===== src/hdl/jbcs_pkg.sv =====
package jbcs_pkg;

	// scan mode codes
	localparam logic [2:0] MODE_NORMAL  = 3'd0;
	localparam logic [2:0] MODE_SLASH   = 3'd1;
	localparam logic [2:0] MODE_STRING  = 3'd2;
	localparam logic [2:0] MODE_ESCAPE  = 3'd3;
	localparam logic [2:0] MODE_COMMENT = 3'd4;
	localparam logic [2:0] MODE_STAR    = 3'd5;

	// characters of interest
	localparam logic [7:0] CHAR_SLASH     = 8'h2F;
	localparam logic [7:0] CHAR_STAR      = 8'h2A;
	localparam logic [7:0] CHAR_QUOTE     = 8'h22;
	localparam logic [7:0] CHAR_BACKSLASH = 8'h5C;

	// result queue address width, depth is a power of two; keep it at least 8 (unchecked)
	localparam int QUEUE_AW_DEFAULT = 3;

	// one result request
	typedef struct packed {
		logic [7:0] data;
		logic       byte_valid;
		logic       text_end;
	} res_t;

endpackage


===== src/hdl/json_block_comment_stripper.sv =====
// Block comment stripper for JSON text: removes /* ... */ comments outside string
// literals when allow_comments is set, and passes every byte through otherwise.
// One byte is accepted per cycle while in_stall is low. An accepted byte is
// registered, classified combinationally against the scan mode, and its zero, one or
// two results are pushed into a registered result queue of 2**QUEUE_AW entries.
// The only case with two results (a held slash released together with the next byte,
// or with a second slash flushed at the end of the text) leaves the queue one result
// at a time; the queue absorbs that while input keeps flowing. in_stall rises when
// the queue could not take two more results from the item in flight and the next. The user
// must write allow_comments through the cfg port while the block is idle; unchecked.
module json_block_comment_stripper #(
	parameter int QUEUE_AW = jbcs_pkg::QUEUE_AW_DEFAULT
) (
	input  logic       clk,
	input  logic       arst_n,
	// configuration write
	input  logic       cfg_valid,
	output logic       cfg_ready,
	input  logic       cfg_data,
	// input bytes
	input  logic       in_valid,
	output logic       in_stall,
	input  logic [7:0] in_byte,
	input  logic       in_last,
	// results
	output logic       out_valid,
	input  logic       out_stall,
	output logic [7:0] out_byte,
	output logic       byte_valid,
	output logic       text_end
);
	import jbcs_pkg::*;

	localparam int DEPTH = 1 << QUEUE_AW;
	localparam int CNT_W = QUEUE_AW + 1;
	localparam int SUM_W = CNT_W + 1;

	logic             allow_q;
	logic             valid_s1;
	logic [7:0]       byte_s1;
	logic             last_s1;
	logic [2:0]       mode_q;
	logic [2:0]       mode_d;
	logic             pre_slash;
	logic             emit_byte;
	logic             post_slash;
	logic [1:0]       push_n;
	res_t             res0;
	res_t             res1;
	res_t             queue_q [DEPTH];
	logic [QUEUE_AW-1:0] head_q;
	logic [QUEUE_AW-1:0] tail_q;
	logic [CNT_W-1:0] count_q;
	logic             in_take;
	logic             out_take;
	logic [SUM_W-1:0] need;

	// config register
	assign cfg_ready = 1'b1;
	always_ff @(posedge clk or negedge arst_n) begin
		if (!arst_n) begin
			allow_q <= 1'b0;
		end else if (cfg_valid && cfg_ready) begin
			allow_q <= cfg_data;
		end
	end

	// input register
	assign in_take = in_valid && !in_stall;
	always_ff @(posedge clk or negedge arst_n) begin
		if (!arst_n) begin
			valid_s1 <= 1'b0;
		end else begin
			valid_s1 <= in_take;
		end
	end
	always_ff @(posedge clk) begin
		if (in_take) begin
			byte_s1 <= in_byte;
			last_s1 <= in_last;
		end
	end

	// classify the registered byte against the scan mode
	always_comb begin
		pre_slash = 1'b0;
		emit_byte = 1'b0;
		mode_d    = mode_q;
		if (!allow_q) begin
			pre_slash = (mode_q == MODE_SLASH);
			emit_byte = 1'b1;
			mode_d    = MODE_NORMAL;
		end else begin
			unique case (mode_q)
				MODE_SLASH: begin
					if (byte_s1 == CHAR_STAR) begin
						mode_d = MODE_COMMENT;
					end else begin
						pre_slash = 1'b1;
						if (byte_s1 == CHAR_SLASH) begin
							mode_d = MODE_SLASH;
						end else begin
							emit_byte = 1'b1;
							mode_d    = (byte_s1 == CHAR_QUOTE) ? MODE_STRING : MODE_NORMAL;
						end
					end
				end
				MODE_STRING: begin
					emit_byte = 1'b1;
					if (byte_s1 == CHAR_BACKSLASH) begin
						mode_d = MODE_ESCAPE;
					end else if (byte_s1 == CHAR_QUOTE) begin
						mode_d = MODE_NORMAL;
					end
				end
				MODE_ESCAPE: begin
					emit_byte = 1'b1;
					mode_d    = MODE_STRING;
				end
				MODE_COMMENT: begin
					if (byte_s1 == CHAR_STAR) begin
						mode_d = MODE_STAR;
					end
				end
				MODE_STAR: begin
					if (byte_s1 == CHAR_SLASH) begin
						mode_d = MODE_NORMAL;
					end else if (byte_s1 != CHAR_STAR) begin
						mode_d = MODE_COMMENT;
					end
				end
				default: begin
					if (byte_s1 == CHAR_SLASH) begin
						mode_d = MODE_SLASH;
					end else begin
						emit_byte = 1'b1;
						mode_d    = (byte_s1 == CHAR_QUOTE) ? MODE_STRING : MODE_NORMAL;
					end
				end
			endcase
		end
		post_slash = last_s1 && (mode_d == MODE_SLASH);
	end

	// build up to two result requests
	always_comb begin
		res0 = '{data: 8'd0, byte_valid: 1'b0, text_end: 1'b0};
		res1 = '{data: 8'd0, byte_valid: 1'b0, text_end: 1'b0};
		push_n = 2'd0;
		if (pre_slash) begin
			res0 = '{data: CHAR_SLASH, byte_valid: 1'b1, text_end: 1'b0};
			push_n = 2'd1;
			if (emit_byte || post_slash) begin
				res1 = '{data: emit_byte ? byte_s1 : CHAR_SLASH, byte_valid: 1'b1,
					text_end: last_s1};
				push_n = 2'd2;
			end else begin
				res0.text_end = last_s1;
			end
		end else if (emit_byte || post_slash) begin
			res0 = '{data: emit_byte ? byte_s1 : CHAR_SLASH, byte_valid: 1'b1,
				text_end: last_s1};
			push_n = 2'd1;
		end else if (last_s1) begin
			// bare end marker
			res0 = '{data: 8'd0, byte_valid: 1'b0, text_end: 1'b1};
			push_n = 2'd1;
		end
		if (!valid_s1) begin
			push_n = 2'd0;
		end
	end

	// scan mode register
	always_ff @(posedge clk or negedge arst_n) begin
		if (!arst_n) begin
			mode_q <= MODE_NORMAL;
		end else if (valid_s1) begin
			mode_q <= last_s1 ? MODE_NORMAL : mode_d;
		end
	end

	// result queue storage
	always_ff @(posedge clk) begin
		if (push_n != 2'd0) begin
			queue_q[tail_q] <= res0;
		end
		if (push_n == 2'd2) begin
			queue_q[tail_q + QUEUE_AW'(1)] <= res1;
		end
	end

	// result queue pointers and fill count
	assign out_take = out_valid && !out_stall;
	always_ff @(posedge clk or negedge arst_n) begin
		if (!arst_n) begin
			head_q  <= '0;
			tail_q  <= '0;
			count_q <= '0;
		end else begin
			tail_q  <= tail_q + QUEUE_AW'(push_n);
			head_q  <= head_q + QUEUE_AW'(out_take);
			count_q <= count_q + CNT_W'(push_n) - CNT_W'(out_take);
		end
	end

	// room for two results from the item in flight and two from the next
	assign need     = SUM_W'(count_q) + (valid_s1 ? SUM_W'(2) : SUM_W'(0)) + SUM_W'(2);
	assign in_stall = need > SUM_W'(DEPTH);

	// output side
	assign out_valid  = count_q != '0;
	assign out_byte   = queue_q[head_q].data;
	assign byte_valid = queue_q[head_q].byte_valid;
	assign text_end   = queue_q[head_q].text_end;

`ifndef SYNTHESIS
	a_no_overflow: assert property (@(posedge clk) disable iff (!arst_n)
		count_q <= CNT_W'(DEPTH))
		else $error("result queue overflow");

	a_marker_ends_text: assert property (@(posedge clk) disable iff (!arst_n)
		out_valid && !byte_valid |-> text_end && out_byte == 8'd0)
		else $error("bare result is not an end marker");

	a_last_resets_mode: assert property (@(posedge clk) disable iff (!arst_n)
		valid_s1 && last_s1 |=> mode_q == MODE_NORMAL)
		else $error("scan mode not normal after end of text");

	a_pass_through_mode: assert property (@(posedge clk) disable iff (!arst_n)
		valid_s1 && !allow_q |=> mode_q == MODE_NORMAL)
		else $error("scan mode left normal while comments are passed");

	a_last_pushes: assert property (@(posedge clk) disable iff (!arst_n)
		valid_s1 && last_s1 |-> push_n != 2'd0)
		else $error("end of text produced no result");
`endif

endmodule

===== config.mk =====
export PLATFORM = sky130hd
export DESIGN_NAME = json_block_comment_stripper
export DESIGN_NICKNAME = d
export VERILOG_FILES = /design/src/hdl/jbcs_pkg.sv /design/src/hdl/json_block_comment_stripper.sv
export SDC_FILE = /design/constraint.sdc
export NUM_CORES = 1
export LEC_CHECK = 0
export BUFFER_PORTS_ARGS = -buffer_cell sky130_fd_sc_hd__buf_4
export CAP_MARGIN = 20
export CELL_PAD_IN_SITES_DETAIL_PLACEMENT = 0
export CELL_PAD_IN_SITES_GLOBAL_PLACEMENT = 1
export CORE_ASPECT_RATIO = 1.1
export CORE_MARGIN = 2
export CORE_UTILIZATION = 40
export DETAILED_ROUTE_END_ITERATION = 6
export GPL_ROUTABILITY_DRIVEN = 0
export GPL_TIMING_DRIVEN = 0
export PLACE_DENSITY_LB_ADDON = 0.12
export SYNTH_ARGS = -nofsm -noshare
export SYNTH_HDL_FRONTEND = slang
export SYNTH_SLANG_ARGS = --single-unit

===== constraint.sdc =====
create_clock -name clk -period 2.7 [get_ports clk]
set_input_delay 0 -clock clk [delete_from_list [all_inputs] [get_ports clk]]
set_output_delay 0 -clock clk [all_outputs]
set_load 0.01 [all_outputs]

# Word-level counts from Yosys, hierarchy flattened
# Memory sizes are Yosys's and may differ from the RTL's.
# Index checks and enable logic that the tools add are counted.
# W data, S select, Z words.
# op_classes
addsub,7
muxes,35
n_eq_ne,12
magnitude_cmp,1
reduce_logical,10
# op_table
op,n
$mux W10,4
$eq A8 B6 Y1 const B,3
$mux W3,8
$pmux W3 S5,1
$mux W1,14
$mux W2,6
$eq A8 B7 Y1 const B,1
$mux W8,1
$ne A8 B6 Y1 const B,1
$eq A3 B1 Y1 const B,2
$eq A3 B2 Y1 const B,2
$eq A3 B3 Y1 const B,2
$add A4 B2 Y5,1
$add A5 B2 Y5 const B,1
$gt A5 B4 Y1 const B,1
$add A4 B2 Y4,1
$reduce_bool A4 Y1,1
$reduce_or A2 Y1,2
$sub A4 B1 Y4,1
$add A3 B1 Y3,1
$add A3 B1 Y3 const B,1
$add A3 B2 Y3,1
$logic_and A1 B1 Y1,3
$pmux W1 S3,1
4 further kinds,5
# totals
input_bits,15
output_inout_bits,13
mem_bits_rw,80
elab_cells,74
reg_bits,24
n_memories,1
# mem_list
memory,depth,word_bits,read_ports,rd_ports_with_merged_regs,wr,line,text
queue_q,8,10,1,0,2,json_block_comment_stripper.sv:50,res_t queue_q [DEPTH];

# Logic depth before layout (Yosys ltp)
# Gate-level depths: netlist (run 1).
# logic_depth
word_depth,15
depth_mapped,12
depth_no_buf,11

# Worst setup path before layout (run 1)
# Ideal clock, no wire load.
# synth_timing
kind,reg2reg
startpoint,reg byte_s1[4]
endpoint,reg count_q[3]
setup_ns,0.079
n_path_buf,0
t_arrival_ns,2.803
setup_slack_ns,-0.183
stages_incl_launch_ff,12
t_required_ns,2.621
period_less_slack_ns,2.883
cell_sequence,edfxtp_1 > or3_4 > or4_1 > a31o_2 > a21oi_1 > or3_1 > ha_1 > inv_1 > ha_1 > a21o_1 > a21oi_1 > xor2_1
# synth_via
elab_chain_len,14
elab_cells_between_ends,31
cone_classes,2 x add/sub; 6 x eq/ne; 21 x mux; 2 x reduce/logical
# synth_rtl
element,line,text
"start, declared",json_block_comment_stripper.sv:40,logic [7:0] byte_s1;
"start signal, assigned",json_block_comment_stripper.sv:79,byte_s1 <= in_byte;
$eq A8 B6 Y1,"json_block_comment_stripper.sv:104, json_block_comment_stripper.sv:112, json_block_comment_stripper.sv:137",
$mux W2,"json_block_comment_stripper.sv:104, json_block_comment_stripper.sv:137",
$mux W2,"json_block_comment_stripper.sv:100, json_block_comment_stripper.sv:133",
$mux W3,json_block_comment_stripper.sv:96,if (byte_s1 == CHAR_STAR) begin
$pmux W3 S5,json_block_comment_stripper.sv:94,unique case (mode_q)
$mux W3,json_block_comment_stripper.sv:89,if (!allow_q) begin
$eq A3 B1 Y1,json_block_comment_stripper.sv:142,post_slash = last_s1 && (mode_d == MODE_SLASH);
$logic_and A1 B1 Y1,json_block_comment_stripper.sv:142,
$logic_or A1 B1 Y1,"json_block_comment_stripper.sv:153, json_block_comment_stripper.sv:160",
$mux W1 or $mux W2 (tied branches),"json_block_comment_stripper.sv:160, json_block_comment_stripper.sv:153",
$mux W2 (*),json_block_comment_stripper.sv:150,if (pre_slash) begin
$mux W2 (*),json_block_comment_stripper.sv:169,if (!valid_s1) begin
$add A4 B2 Y4 (*),json_block_comment_stripper.sv:203,count_q <= count_q + CNT_W'(push_n) - CNT_W'(out_take);
$sub A4 B1 Y4 (*),json_block_comment_stripper.sv:203,
"end signal, assigned",json_block_comment_stripper.sv:203,
"end, declared",json_block_comment_stripper.sv:53,logic [CNT_W-1:0] count_q;
# Mark *: on every way between the ends. The rest lies on a longest branch, timed or not.
# A chain may end at the register's enable or synchronous reset.

# Worst setup path after layout (run 1)
# layout_timing
startpoint,reg byte_s1[6]
endpoint,reg count_q[3]
# The elaborated chain is that of the path after synthesis.

==> results of run 1 <==
==> cells in the final DEF (no fill, tap or decap), drive strengths merged, types with 2 or more instances in the layout <==
cell type	count
a21oi	56
a41oi	2
and2	5
and3	3
buf	72
clkbuf	18
clkinv	7
dfrtp	15
dlygate4sd3	13
edfxtp	89
fa	2
ha	14
inv	21
mux2	11
mux4	20
nand2	23
nand2b	2
nand3	9
nand4	7
nor2	28
nor2b	8
nor3	7
nor4	6
o21ai	4
o2bb2ai	2
o32ai	7
or3	4
xnor2	2
xor2	4
==> state kept, by name, indices dropped and copies added, names as in the netlist <==
signal	flops
allow_q	1
byte_s1	8
count_q	4
head_q	3
last_s1	1
mode_q	3
queue_q	80
tail_q	3
valid_s1	1
==> report_power, final <==
group | total (mW) | internal, mW | switching (mW)
Combinational | 2.43 | 1.16 | 1.26
Sequential | 2.29 | 2.10 | 0.190
Clock | 1.30 | 0.711 | 0.588
Total | 6.01 | 3.97 | 2.04
==> layout make-up <==
cell class / instances / area [µm²] / area share [%]
clock inverter: 7 / 62.6 / 0.935
inverter: 22 / 88.8 / 1.33
sequential: 104 / 3050 / 45.6
timing repair buffer: 79 / 744 / 11.1
clock buffer: 9 / 225 / 3.37
buffer: 16 / 124 / 1.85
tap: 157 / 196 / 2.94
multi-input combinational: 240 / 2200 / 32.9
==> per-layer routing <==
layer / routed length (µm) / GRT usage [%] / vias up
met3: 506 / 2.02 / 19
met4: 330 / 8.41 / 0
li1: - / - / 1643
met2: 6600 / 32.8 / 85
met1: 5240 / 24.3 / 1769
met5: 0 / 0 / -
==> cell families after synthesis <==
family / synth area share, %
compound gates: 9.52
xor+xnor: 1.03
fa+ha+maj: 4.21
buf+inv: 3.43
flops: 59.6
mux: 11.2
other cells: 0.0734
simple gates: 10.9
==> metrics by stage <==
step	total power [mW]	utilization [%]	area (µm²)
6_report	6.01	53.3	6690
5_1_grt	6.36	53.3	6690
4_1_cts	5.93	50.2	6290
3_5_place_dp	4.56	45.6	5710
3_3_place_gp	4.48	44.4	5560
2_1_floorplan	3.77	-	5170
==> how the worst min path moves through the flow <==
stage / end / cells after the start
after floorplan: allow_q / 0
after global placement: count_q[2] / 1
after detailed placement: count_q[2] / 1
after CTS: count_q[3] / 2
after global routing: count_q[2] / 2
final: count_q[2] / 2
==> worst reg2reg max path, stage by stage (launching register included) <==
cell,delay [ps]
sky130_fd_sc_hd__edfxtp_1,440
sky130_fd_sc_hd__or3_4,440
sky130_fd_sc_hd__or4_4,430
sky130_fd_sc_hd__a31o_4,280
sky130_fd_sc_hd__a21oi_4,140
sky130_fd_sc_hd__or3_4,150
sky130_fd_sc_hd__ha_4,210
sky130_fd_sc_hd__inv_4,60
sky130_fd_sc_hd__ha_4,190
sky130_fd_sc_hd__a21o_1,180
sky130_fd_sc_hd__a21oi_2,150
sky130_fd_sc_hd__xor2_1,150
==> timing repair <==
item / 4_1_cts / 5_1_grt
pin swaps: 8 / 19
hold buffers: 13 / 0
endpoints found under the setup margin: 126 / 87
endpoints found under the hold margin: 26 / 0
gates resized for setup: 19 / 58
cloned: 0 / 4
setup buffers: 11 / 17
==> flow_results.org, run 1 <==
** Critical path
- CP max stage delay :: 440 ps
- Worst flop-to-flop path startpoint :: byte_s1[6]
- Data on the critical path arrives at its endpoint at 3140 ps.
- Termination of the worst setup path :: count_q[3]
- Critical path origin :: byte_s1[6]
- Critical path capture point type :: register
- Largest delay share family, worst path :: simple AND/OR/NAND/NOR gates
- The critical path in this run is classified as reg -> reg.
- Startpoint type of the worst setup path :: register
- Worst r2r path cells :: 11
- Critical path depth :: 11
- Worst reg2reg endpoint :: count_q[3]
- Cells along the critical path :: or3_4 > or4_4 > a31o_4 > a21oi_4 > or3_4 > ha_4 > inv_4 > ha_4 > a21o_1 > a21oi_2 > xor2_1
- For the worst setup path, the data required time is 2970 ps.
- Maximum fanout along the worst path :: 4
- Counting both buffers and inverters, the worst setup path holds a total of 1.
- On the critical path, the stage with the largest delay is an instance of sky130_fd_sc_hd__edfxtp_1.
- Setup slack on the worst reg-to-reg path comes out at -170 ps.

** Outcome
- Failing checks :: setup timing
- The run finished, with violations left.

** Detailed routing
- After detailed routing, the number of remaining DRC violations is 0.
- The first TritonRoute pass finished after 4 iterations.
- The final layout contains routed wiring with a total length of 12.7 mm.
- Total via count in the routed design :: 3,516
- In the final routed layout, each cell accounts on average for 20.0 µm.
- Number of antenna-violating nets in the routed design :: 0
- Number of vias per cell after detailed routing :: 5.55
- DRC violation total after the first TritonRoute iteration :: 166

** Yosys
- Fraction of the yosys area taken by sequential cells :: 59.6%
- Of all cell types, the one taking the most synthesized area is sky130_fd_sc_hd__edfxtp_1.
- Async set-reset flop share out of synthesis :: 14.4%
- Synthesis inferred 104 register bits.
- Top-area cell type share of the netlist area :: 52.3%
- Number of nets in the synthesized netlist :: 415
- Number of flops mapped to enable cells by yosys :: 89
- Combined area of all synthesized cells :: 5110 µm²
- Yosys attributes the largest share of cell area to sky130_fd_sc_hd__edfxtp_1 52%, sky130_fd_sc_hd__mux4_2 8.8%, sky130_fd_sc_hd__dfrtp_1 7.3%.
- During synthesis, Yosys emitted a total of 0 warnings.
- Count of distinct cell types in the synthesized netlist :: 48
- Number of standard cells after synthesis :: 384
- Averaged over all synthesized cells, the footprint is 13.3 µm².
- Top cells by count, synth :: 89 x sky130_fd_sc_hd__edfxtp_1, 56 x sky130_fd_sc_hd__a21oi_1, 28 x sky130_fd_sc_hd__nor2_1
- Top_reg_cell synth :: sky130_fd_sc_hd__edfxtp_1
- Most frequent cell after synthesis :: sky130_fd_sc_hd__edfxtp_1

** STA
- Slew @ Worst Pin :: 1140 ps
- Setup TNS :: -660 ps
- Fraction of the cycle the final worst path needs :: 106%
- Setup repair after global routing could not meet its margin everywhere.
- Min Tclk post-route :: 2870 ps
- In this run the tightest slew margin relative to its limit is 23.0%.
- Setup slack on the critical path of the routed design comes to -175 ps.
- Clock skew after layout :: 5.45 ps
- Based on the critical path, the design can be clocked at up to 0.348 GHz.
- Hold timing on the final database bottoms out at a slack of 40.7 ps.
- The hold violation total from the final report came to 0.
- Final setup fails :: 25
- Count of pins over their slew limit :: 0

** GRT
- Total congestion overflow after global routing :: 0
- Pin count of the biggest net entering global routing :: 17
- Wire length of the first global-routing pass :: 19.4 mm
- Via count of the first global-routing pass :: 3,478
- The initial antenna violation count came to 0.
- Global routing used 18.9% of the available tracks.

** Placement
- Prior to clock tree synthesis, the placed netlist has a worst setup slack of -606 ps.
- In this run the tool buffered the top-level ports with 26 buffer cells.
- Including well taps, the total number of placed cells is 575.
- Detailed placement finished with a half-perimeter wire length of 8.51 mm.

** Clock network
- Buffers inserted during clock tree synthesis total 9.
- # clock sinks :: 104
- In this run the number of H-tree levels came out at 3.
- After clock tree synthesis, the clock-pin slew on the worst setup and hold paths is 70 ps.
- Clock tree synthesis selected as its root buffer the cell sky130_fd_sc_hd__clkbuf_16.
- Clock latency on the worst-skew pair :: 350 ps
- Buffer levels on the longest clock path :: 2
- Clock tree from TritonCTS :: yes

** Final layout
- In the final layout, the share of cells above drive strength 1 is 37.5%.
- The net count of the finished layout is 503.
- The finished layout holds 634 standard cells, fillers aside.
- Fill cells in the final layout number 1,069.
- Area growth from synthesis to layout :: 30.8%
- N_diodes :: 0

** Die
- Die Outline Area :: 13,700 µm²
- The region available for standard cell placement spans 12,500 µm².
- Top-level I/O count :: 28
- The initial utilization of the core area, before any placement, comes to 40.8%.
- From bottom edge to top edge, the die measures 123 µm.
- Horizontal extent of the die :: 112 µm
- Row generation in the floorplan step produced 43 rows.

** Run
- The tool flagged a number of max-cap violations equal to 0.

** Power
- Dividing total power by cell area gives a power density of 899 nW/µm².
- Summed over all cells, the static leakage comes to 2.36 nW.
- The worst-case IR drop observed on VDD is 496 µV.

** Hold path
- The path class of the tightest hold or removal check is in -> async.
No activity file was read; power rests on OpenSTA's default activity.
==> inputs of run 2 (changes only) <==
- CORE_UTILIZATION: 40 -> 46
==> run 2 against run 1 <==
The run still ends with setup timing left. Combinational power about the same. Critical path depth decreased by 1. Utilization is 7.4 points higher. Sequential power barely moved. First-iteration DRC count grew 26%.
==> flow_results.org, run 2 (synthesis gave the netlist of run 1 again) <==
** GRT
- The number of global-route vias before repair came to 3,647 (was 3,478).
- Pin count of the biggest net entering global routing :: 17 (unchanged)
- Total congestion overflow after global routing :: 0 (unchanged)
- Wire length of the first global-routing pass :: 19.8 mm (was 19.4 mm)
- Total track usage :: 21.9% (was 18.9%)
- Number of antenna violations at the first check in global routing :: 0 (unchanged)

** Power
- Clock network power share :: 20.3% (was 21.6%)
- Portion of total power attributed to sequential cells :: 38.5% (was 38.0%)
- Part of the total power dissipated in combinational logic :: 41.2% (was 40.4%)
- The net switching fraction of the power was 34.1% (was 33.9%).
- Power density over the cells :: 900 nW/µm² (was 899 nW/µm²)
- Switching pwr :: 2.03 mW (was 2.04 mW)
- Worst vdd rail ir drop :: 548 µV (was 496 µV)
- The leakage power figure came to 2.35 nW (was 2.36 nW).
- The internal power summed over all cells was 3.92 mW (was 3.97 mW).

** Final layout
- Largest regs :: queue_q (80), byte_s1 (8), count_q (4) (unchanged)
- The number of antenna cells inserted is 0 (unchanged).
- The fraction of layout cells with a size suffix above 1 is 34.6% (was 37.5%).
- Final Net Count :: 508 (was 503)
- Commonest non-fill, non-tap cell in the layout :: sky130_fd_sc_hd__edfxtp_1 (unchanged)
- The final standard cell area without fillers is 6600 µm² (was 6690 µm²).
- Register ranked first by flip-flop count :: queue_q (unchanged)
- Flip-flop count of the largest register after layout :: 80 (unchanged)
- The synthesis-to-finish area growth came to 29.1% (was 30.8%).
- Commonest cells after routing, fill and taps aside: 89 x sky130_fd_sc_hd__edfxtp_1, 53 x sky130_fd_sc_hd__a21oi_1, 53 x sky130_fd_sc_hd__buf_4 (was 89 x sky130_fd_sc_hd__edfxtp_1, 48 x sky130_fd_sc_hd__buf_4, 42 x sky130_fd_sc_hd__a21oi_1).

** Clock network
- # clock sinks :: 104 (unchanged)
- The clock transition at the registers of the reported paths is 70 ps (about the same).
- Clock tree from TritonCTS :: yes (unchanged)
- Buffer levels on the longest clock path :: 2 (unchanged)
- The CTS buffer count came to 9 (unchanged).
- The number of H-tree levels was 3 (unchanged).
- Root cell of the clock tree :: sky130_fd_sc_hd__clkbuf_16 (unchanged)
- The insertion delay of the later-clocked pin in the worst-skew pair is 340 ps (was 350 ps).

** Detailed routing
- The final wirelength is 12.5 mm (was 12.7 mm).
- The DRC violation total after the first TritonRoute iteration is 209 (was 166).
- The number of detailed-routing iterations run before antenna repair is 5 (was 4).
- Number of vias per cell after detailed routing :: 5.75 (was 5.55)
- Remaining design rule violation count :: 0 (unchanged)
- The final routed wire length divided by cell count came to 19.9 µm (was 20.0 µm).
- Number of antenna-violating nets in the routed design :: 0 (unchanged)
- Total via count in the routed design :: 3,615 (was 3,516)

** Outcome
- Failing checks: setup timing (unchanged).
- Result of the run :: finished with violations (unchanged)

** Critical path
- CP max stage delay :: 530 ps (was 440 ps)
- Data required time of the worst path :: 2940 ps (was 2970 ps)
- The path type of the worst setup path was reg -> reg (unchanged).
- The critical path buffer and inverter count came to 3 (was 1).
- Cells along the critical path :: or3_4 > buf_6 > a2111oi_4 > nor3_4 > o21a_1 > nor3_4 > ha_2 > inv_2 > fa_2 > inv_2 (was or3_4 > or4_4 > a31o_4 > a21oi_4 > or3_4 > ha_4 > inv_4 > ha_4 > a21o_1 > a21oi_2 > xor2_1)
- Critical path's slowest cell :: sky130_fd_sc_hd__fa_2 (was sky130_fd_sc_hd__edfxtp_1)
- The largest fanout on the critical path came to 6 (was 4).
- The arrival time of the worst setup path came to 3130 ps (was 3140 ps).
- Startpoint type of the worst setup path :: register (unchanged)
- Critical path capture point type :: register (unchanged)
- The kind of cell with the highest combined delay on the critical path was simple AND/OR/NAND/NOR gates (unchanged).

** Die
- The initial core utilization was 47.1% (was 40.8%).
- Die Span Y :: 115 µm (was 123 µm)
- The die footprint was 12,000 µm² (was 13,700 µm²).
- Top-level I/O count :: 28 (unchanged)
- Core region area :: 10,900 µm² (was 12,500 µm²)
- Horizontal extent of the die :: 105 µm (was 112 µm)
- Row count :: 40 (was 43)

** Placement
- Cell Area, Placed :: 5710 µm² (about the same)
- The pre-CTS setup slack is -509 ps (was -606 ps).
- The count of buffers from port buffering was 26 (unchanged).
- Placed wire-length estimate :: 8.45 mm (was 8.51 mm)

** STA
- Setup TNS :: -1100 ps (was -660 ps)
- The maximum frequency from static timing analysis was 0.346 GHz (was 0.348 GHz).
- Clock skew after layout :: 6.09 ps (was 5.45 ps)
- The final number of setup-violating endpoints came to 33 (was 25).
- The post-route worst setup slack came to -189 ps (was -175 ps).
- RSZ-0062 raised after global routing: true (unchanged).
- Min Tclk post-route :: 2890 ps (was 2870 ps)
- The transition time at the pin with the least slew margin was 908 ps (was 1140 ps).
- The worst max-slew margin expressed relative to the limit came to 39.5% (was 23.0%).
- Fraction of the cycle the final worst path needs :: 107% (was 106%)
- The number of pins with negative max-slew slack in the final report came to 0 (unchanged).
- The hold violation total from the final report came to 0 (unchanged).

** Run
- Max Cap Violations :: 0 (unchanged)

** Hold path
- The class of the tightest hold or removal check is in -> async (unchanged).
## run 2: cell types whose count changed in the layout (fill, tap and decap cells not counted), sizes merged
cell,change
bufinv,-1
inv,+1
buf,+4
clkdlybuf4s15,-1
clkbuf,+6
clkinv,-4
## run 2: routing by layer
metal,track usage (%),vias to the layer above,part of all wire (%)
li1,-,1661,-
met1,29.5,1810,42
met2,37.1,123,51
met3,3.41,21,4.8
met4,6.76,0,2.0
met5,0,-,0
## run 2: final timing paths
check | slack [ps] | endpoint | cells past startpoint | from
worst max-delay path | -190 | count_q[1] | 10 | byte_s1[6]
worst min-delay path | 50 | count_q[2] | 2 | arst_n
worst max register to register | -190 | count_q[1] | 10 | byte_s1[6]
worst min register to register | 550 | head_q[1] | 1 | head_q[1]
max in group asynchronous | 2460 | mode_q[0] | 2 | arst_n
min in group clk | 90 | head_q[0] | 3 | out_stall
## run 2: per-stage QoR
step / instances / power [mW] / utilization [%] / hold slack (ps)
CTS: 614 / 5.90 / 58.8 / 44.1
global route: 629 / 6.30 / 60.8 / 65.7
detailed placement: 569 / 4.55 / 52.6 / -131
global placement: 557 / 4.45 / 51.1 / -131
finish: 629 / 5.94 / 60.8 / 47.9
floorplan: 384 / 3.77 / - / -296
## run 2: cell type report
class	count	area [µm²]
tap	147	184
sequential	104	3050
multi-input combinational	240	2180
buffer	16	104
timing repair buffer	84	729
fill	906	4260
clock inverter	3	18.8
clock buffer	13	250
inverter	22	83.8
## run 2: what timing repair did
item,4_1_cts,5_1_grt
setup endpoints to repair,95,104
endpoints found under the hold margin,26,0
resized for setup,31,17
setup buffers,17,15
pin swaps,17,11
hold buffers,13,0
## run 2: power groups by stage
| stage | sequential [mW] | combinational, mW | clock, mW |
|---|---|---|---|
| after detailed placement | 2.30 | 2.25 | 0 |
| after global placement | 2.30 | 2.15 | 0 |
| after floorplan | 2.24 | 1.53 | 0 |
| after global routing | 2.32 | 2.70 | 1.28 |
| final | 2.29 | 2.45 | 1.21 |
| after CTS | 2.27 | 2.41 | 1.23 |
==> inputs of run 3 (changes only) <==
- ABC_AREA: not set -> 1
- CORE_UTILIZATION: 46 -> 43
==> run 3 against run 2 <==
The run still ends with setup timing left. Combinational power rose by 31%. Total power rose by 15%. Die area rose by 18%. Critical path type unchanged. Largest power group unchanged. First-iteration DRC count rose by 23%. Sequential share of layout area fell by 3.9 points. Maximum frequency rose by 5.2%. Via count rose by 26%. Final area rose by 9.2%.
==> flow_results.org, run 3 <==
** Clock network
- The count of clock tree sinks is 104 (unchanged).
- Buffer levels on the longest clock path :: 2 (unchanged)
- The clock transition at the registers of the reported paths came to 70 ps (about the same).
- The CTS buffer count was 9 (unchanged).
- The number of H-tree levels is 3 (unchanged).
- The clock tree from TritonCTS is yes (unchanged).
- Root cell of the clock tree :: sky130_fd_sc_hd__clkbuf_16 (unchanged)
- The insertion delay of the later-clocked pin in the worst-skew pair was 350 ps (was 340 ps).

** STA
- Count of pins over their slew limit :: 0 (unchanged)
- The worst clock skew is 4.19 ps (was 6.09 ps).
- The hold violation total from the final report was 0 (unchanged).
- The share of the clock period used by the worst path is 102% (was 107%).
- Min Tclk post-route :: 2750 ps (was 2890 ps)
- The final total negative setup slack was -70.5 ps (was -1100 ps).
- Post-route setup slack :: -46.1 ps (was -189 ps)
- Relative slew margins :: 39.9% (was 39.5%)
- The final number of setup-violating endpoints is 2 (was 33).
- The maximum frequency from static timing analysis was 0.364 GHz (was 0.346 GHz).
- RSZ-0062 raised after global routing :: true (unchanged)
- Hold Slack :: 31.7 ps (was 47.9 ps)
- The transition time at the pin with the least slew margin came to 895 ps (was 908 ps).

** Yosys
- Area leader, netlist :: sky130_fd_sc_hd__edfxtp_1 (unchanged)
- The post-synthesis net count is 640 (was 415).
- The share of async-settable or async-resettable flops after synthesis is 14.4% (unchanged).
- Combined area of all synthesized cells :: 5680 µm² (was 5110 µm²)
- The most common cell in the netlist is sky130_fd_sc_hd__nand2_1 (was sky130_fd_sc_hd__edfxtp_1).
- Yosys warns :: 0 (unchanged)
- The instance count of the mapped netlist was 609 (was 384).
- The total of flip-flops plus latches after synthesis is 104 (unchanged).
- Mean Syn Cell Area :: 9.32 µm² (was 13.3 µm²)
- Top-area cell type share of the netlist area :: 47.1% (was 52.3%)
- Number of flops mapped to enable cells by yosys :: 89 (unchanged)
- Top cells by count, synth: 137 x sky130_fd_sc_hd__nand2_1, 99 x sky130_fd_sc_hd__nor2_1, 89 x sky130_fd_sc_hd__edfxtp_1 (was 89 x sky130_fd_sc_hd__edfxtp_1, 56 x sky130_fd_sc_hd__a21oi_1, 28 x sky130_fd_sc_hd__nor2_1).
- The sequential share of the synthesized area is 53.7% (was 59.6%).
- The most used flip-flop cell after synthesis is sky130_fd_sc_hd__edfxtp_1 (unchanged).
- The count of unique library cells instantiated by Yosys came to 38 (was 48).
- Top cells by area in the synthesized netlist: sky130_fd_sc_hd__edfxtp_1 47%, sky130_fd_sc_hd__nand2_1 9.1%, sky130_fd_sc_hd__dfrtp_1 6.6% (was sky130_fd_sc_hd__edfxtp_1 52%, sky130_fd_sc_hd__mux4_2 8.8%, sky130_fd_sc_hd__dfrtp_1 7.3%).

** Final layout
- Proportion of layout cells with a drive suffix above 1 :: 23.1% (was 34.6%)
- Register ranked first by flip-flop count :: queue_q (unchanged)
- Commonest cells after routing, fill and taps aside :: 129 x sky130_fd_sc_hd__nand2_1, 96 x sky130_fd_sc_hd__nor2_1, 89 x sky130_fd_sc_hd__edfxtp_1 (was 89 x sky130_fd_sc_hd__edfxtp_1, 53 x sky130_fd_sc_hd__a21oi_1, 53 x sky130_fd_sc_hd__buf_4)
- The flip-flop count of the largest register, all copies and words added was 80 (unchanged).
- The number of antenna cells inserted came to 0 (unchanged).
- Final Net Count :: 737 (was 508)
- Commonest non-fill, non-tap cell in the layout :: sky130_fd_sc_hd__nand2_1 (was sky130_fd_sc_hd__edfxtp_1)
- Largest regs: queue_q (80), byte_s1 (8), count_q (4) (unchanged).
- Area growth from synthesis to layout :: 27.0% (was 29.1%)
- The count of filler cells inserted in the layout was 1,163 (was 906).

** Die
- Top-level I/O count :: 28 (unchanged)
- Row count :: 44 (was 40)
- The width of the chip is 114 µm (was 105 µm).
- Die Outline Area :: 14,100 µm² (was 12,000 µm²)
- Initial core utilization :: 43.5% (was 47.1%)
- Core region area :: 13,000 µm² (was 10,900 µm²)
- The floorplan die height came to 124 µm (was 115 µm).

** Power
- The leakage power figure is 2.93 nW (was 2.35 nW).
- Power density over the cells :: 945 nW/µm² (was 900 nW/µm²)
- Total power draw :: 6.81 mW (was 5.94 mW)
- Worst vdd rail ir drop :: 584 µV (was 548 µV)

** Run
- Max Cap Violations :: 0 (unchanged)

** Critical path
- The arrival time of the worst setup path came to 2990 ps (was 3130 ps).
- CP max stage delay :: 510 ps (was 530 ps)
- Critical path depth :: 18 (was 10)
- Startpoint type of the worst setup path :: register (unchanged)
- Worst reg2reg endpoint :: count_q[1] (unchanged)
- Worst flop-to-flop path startpoint :: byte_s1[6] (unchanged)
- Maximum fanout along the worst path :: 4 (was 6)
- The endpoint type of the worst setup path is a register (unchanged).
- Cells along the critical path: inv_2 > nand2_2 > nor2_4 > buf_6 > nand3_1 > nand3_1 > nand3b_1 > nand2_1 > inv_2 > nand2_4 > nand2_8 > buf_8 > buf_4 > a21oi_4 > ha_4 > inv_1 > fa_2 > inv_1 (was or3_4 > buf_6 > a2111oi_4 > nor3_4 > o21a_1 > nor3_4 > ha_2 > inv_2 > fa_2 > inv_2).
- The logic depth of the worst register-to-register path was 18 (was 10).
- The slowest stage cell on the critical path is sky130_fd_sc_hd__fa_2 (unchanged).
- Largest delay share family, worst path :: simple AND/OR/NAND/NOR gates (unchanged)
- Termination of the worst setup path :: count_q[1] (unchanged)
- Data required time of the worst path :: 2950 ps (was 2940 ps)
- Slack of the worst reg-to-reg path :: -50 ps (was -190 ps)
- CP Class :: reg -> reg (unchanged)
- The start point of the critical path is byte_s1[6] (unchanged).
- The critical path buffer and inverter count is 7 (was 3).

** Detailed routing
- The count of unresolved DRC violations after routing came to 0 (unchanged).
- The via-per-instance ratio came to 5.22 (was 5.75).
- DRC violation total after the first TritonRoute iteration :: 258 (was 209)
- Wire length reported by the detailed router :: 15.4 mm (was 12.5 mm)
- Routed len/inst :: 17.6 µm (was 19.9 µm)
- Number of antenna-violating nets in the routed design :: 0 (unchanged)
- Drt first pass iters :: 5 (unchanged)
- The via count was 4,555 (was 3,615).

** GRT
- The number of global-route vias before repair is 4,417 (was 3,647).
- Total track usage :: 22.5% (was 21.9%)
- The maximum number of pins on one net before global-route repair is 16 (was 17).
- Number of antenna violations at the first check in global routing :: 0 (unchanged)
- Wire length of the first global-routing pass :: 23.7 mm (was 19.8 mm)
- Total congestion overflow after global routing :: 0 (unchanged)

** Outcome
- Failing checks :: setup timing (unchanged)
- Result of the run :: finished with violations (unchanged)

** Placement
- The placed wire-length estimate came to 10.7 mm (was 8.45 mm).
- The count of buffers from port buffering was 26 (unchanged).

** Hold path
- The class of the tightest hold or removal check is in -> async (unchanged).
## run 3: through the flow
step / setup slack [ps] / instance area (µm²) / util (%) / cells
after CTS: 10.4 / 6850 / 52.5 / 851
after global routing: -219 / 7210 / 55.2 / 872
after global placement: -761 / 6120 / 46.9 / 796
final: -46.1 / 7210 / 55.2 / 872
after detailed placement: -400 / 6220 / 47.6 / 804
after floorplan: 13.6 / 5720 / - / 609
## run 3: logic make-up (layout without fill, tap and decap cells)
| family | after synthesis | in the layout | share of synthesized area [%] |
|---|---|---|---|
| compound gates | 113 | 113 | 12.4 |
| xor+xnor | 4 | 4 | 0.617 |
| fa+ha+maj | 16 | 16 | 3.79 |
| buf+inv | 85 | 187 | 6.13 |
| flops | 104 | 104 | 53.7 |
| other cells | 1 | 1 | 0.0661 |
| simple gates | 286 | 286 | 23.3 |
## run 3: worst min-delay path by stage
| stage | from | to | slack, ps | depth (start not counted) |
|---|---|---|---|---|
| floorplan | arst_n | allow_q | -300 | 0 |
| global placement | arst_n | count_q[2] | -130 | 1 |
| detailed placement | arst_n | count_q[3] | -130 | 1 |
| CTS | arst_n | count_q[3] | 30 | 2 |
| global route | arst_n | count_q[2] | 50 | 2 |
| finish | arst_n | head_q[0] | 30 | 2 |
## run 3: routing by layer
metal	vias up	GRT usage [%]	routed length, µm
met4	0	9.25	528
met5	-	0	0
li1	2255	-	-
met2	112	39.7	7930
met1	2158	27.8	6300
met3	30	2.58	600
## run 3: report_power, final
part           total, mW  switching (mW)  internal (mW)
clock               1.36           0.560          0.804
combinational       3.21            2.04           1.17
sequential          2.24           0.139           2.10
## run 3: layout make-up
| type | instances | area (µm²) | area share [%] |
|---|---|---|---|
| flip-flops and latches | 104 | 3050 | 42.3 |
| multi-input cells | 420 | 2590 | 35.9 |
| repair buffers | 86 | 704 | 9.77 |
| clock buffers | 11 | 233 | 3.23 |
| inverters | 59 | 221 | 3.07 |
| well taps | 161 | 201 | 2.80 |
| plain buffers | 26 | 139 | 1.93 |
| clock inverters | 5 | 71.3 | 0.990 |
## run 3: timing repair
action,in CTS,in global routing
pin swaps,10,19
hold buffers,13,0
setup buffers,18,21
endpoints found under the hold margin,26,0
endpoints found under the setup margin,53,69
gates resized for setup,14,36
## run 3: worst reg2reg max path: stages (launching register included)
cell and delay, ps:
sky130_fd_sc_hd__edfxtp_1 430, sky130_fd_sc_hd__inv_2 90, sky130_fd_sc_hd__nand2_2 70, sky130_fd_sc_hd__nor2_4 190, sky130_fd_sc_hd__buf_6 130, sky130_fd_sc_hd__nand3_1 90, sky130_fd_sc_hd__nand3_1 90, sky130_fd_sc_hd__nand3b_1 80
sky130_fd_sc_hd__nand2_1 70, sky130_fd_sc_hd__inv_2 50, sky130_fd_sc_hd__nand2_4 90, sky130_fd_sc_hd__nand2_8 60, sky130_fd_sc_hd__buf_8 130, sky130_fd_sc_hd__buf_4 140, sky130_fd_sc_hd__a21oi_4 190, sky130_fd_sc_hd__ha_4 160
sky130_fd_sc_hd__inv_1 50, sky130_fd_sc_hd__fa_2 510, sky130_fd_sc_hd__inv_1 40
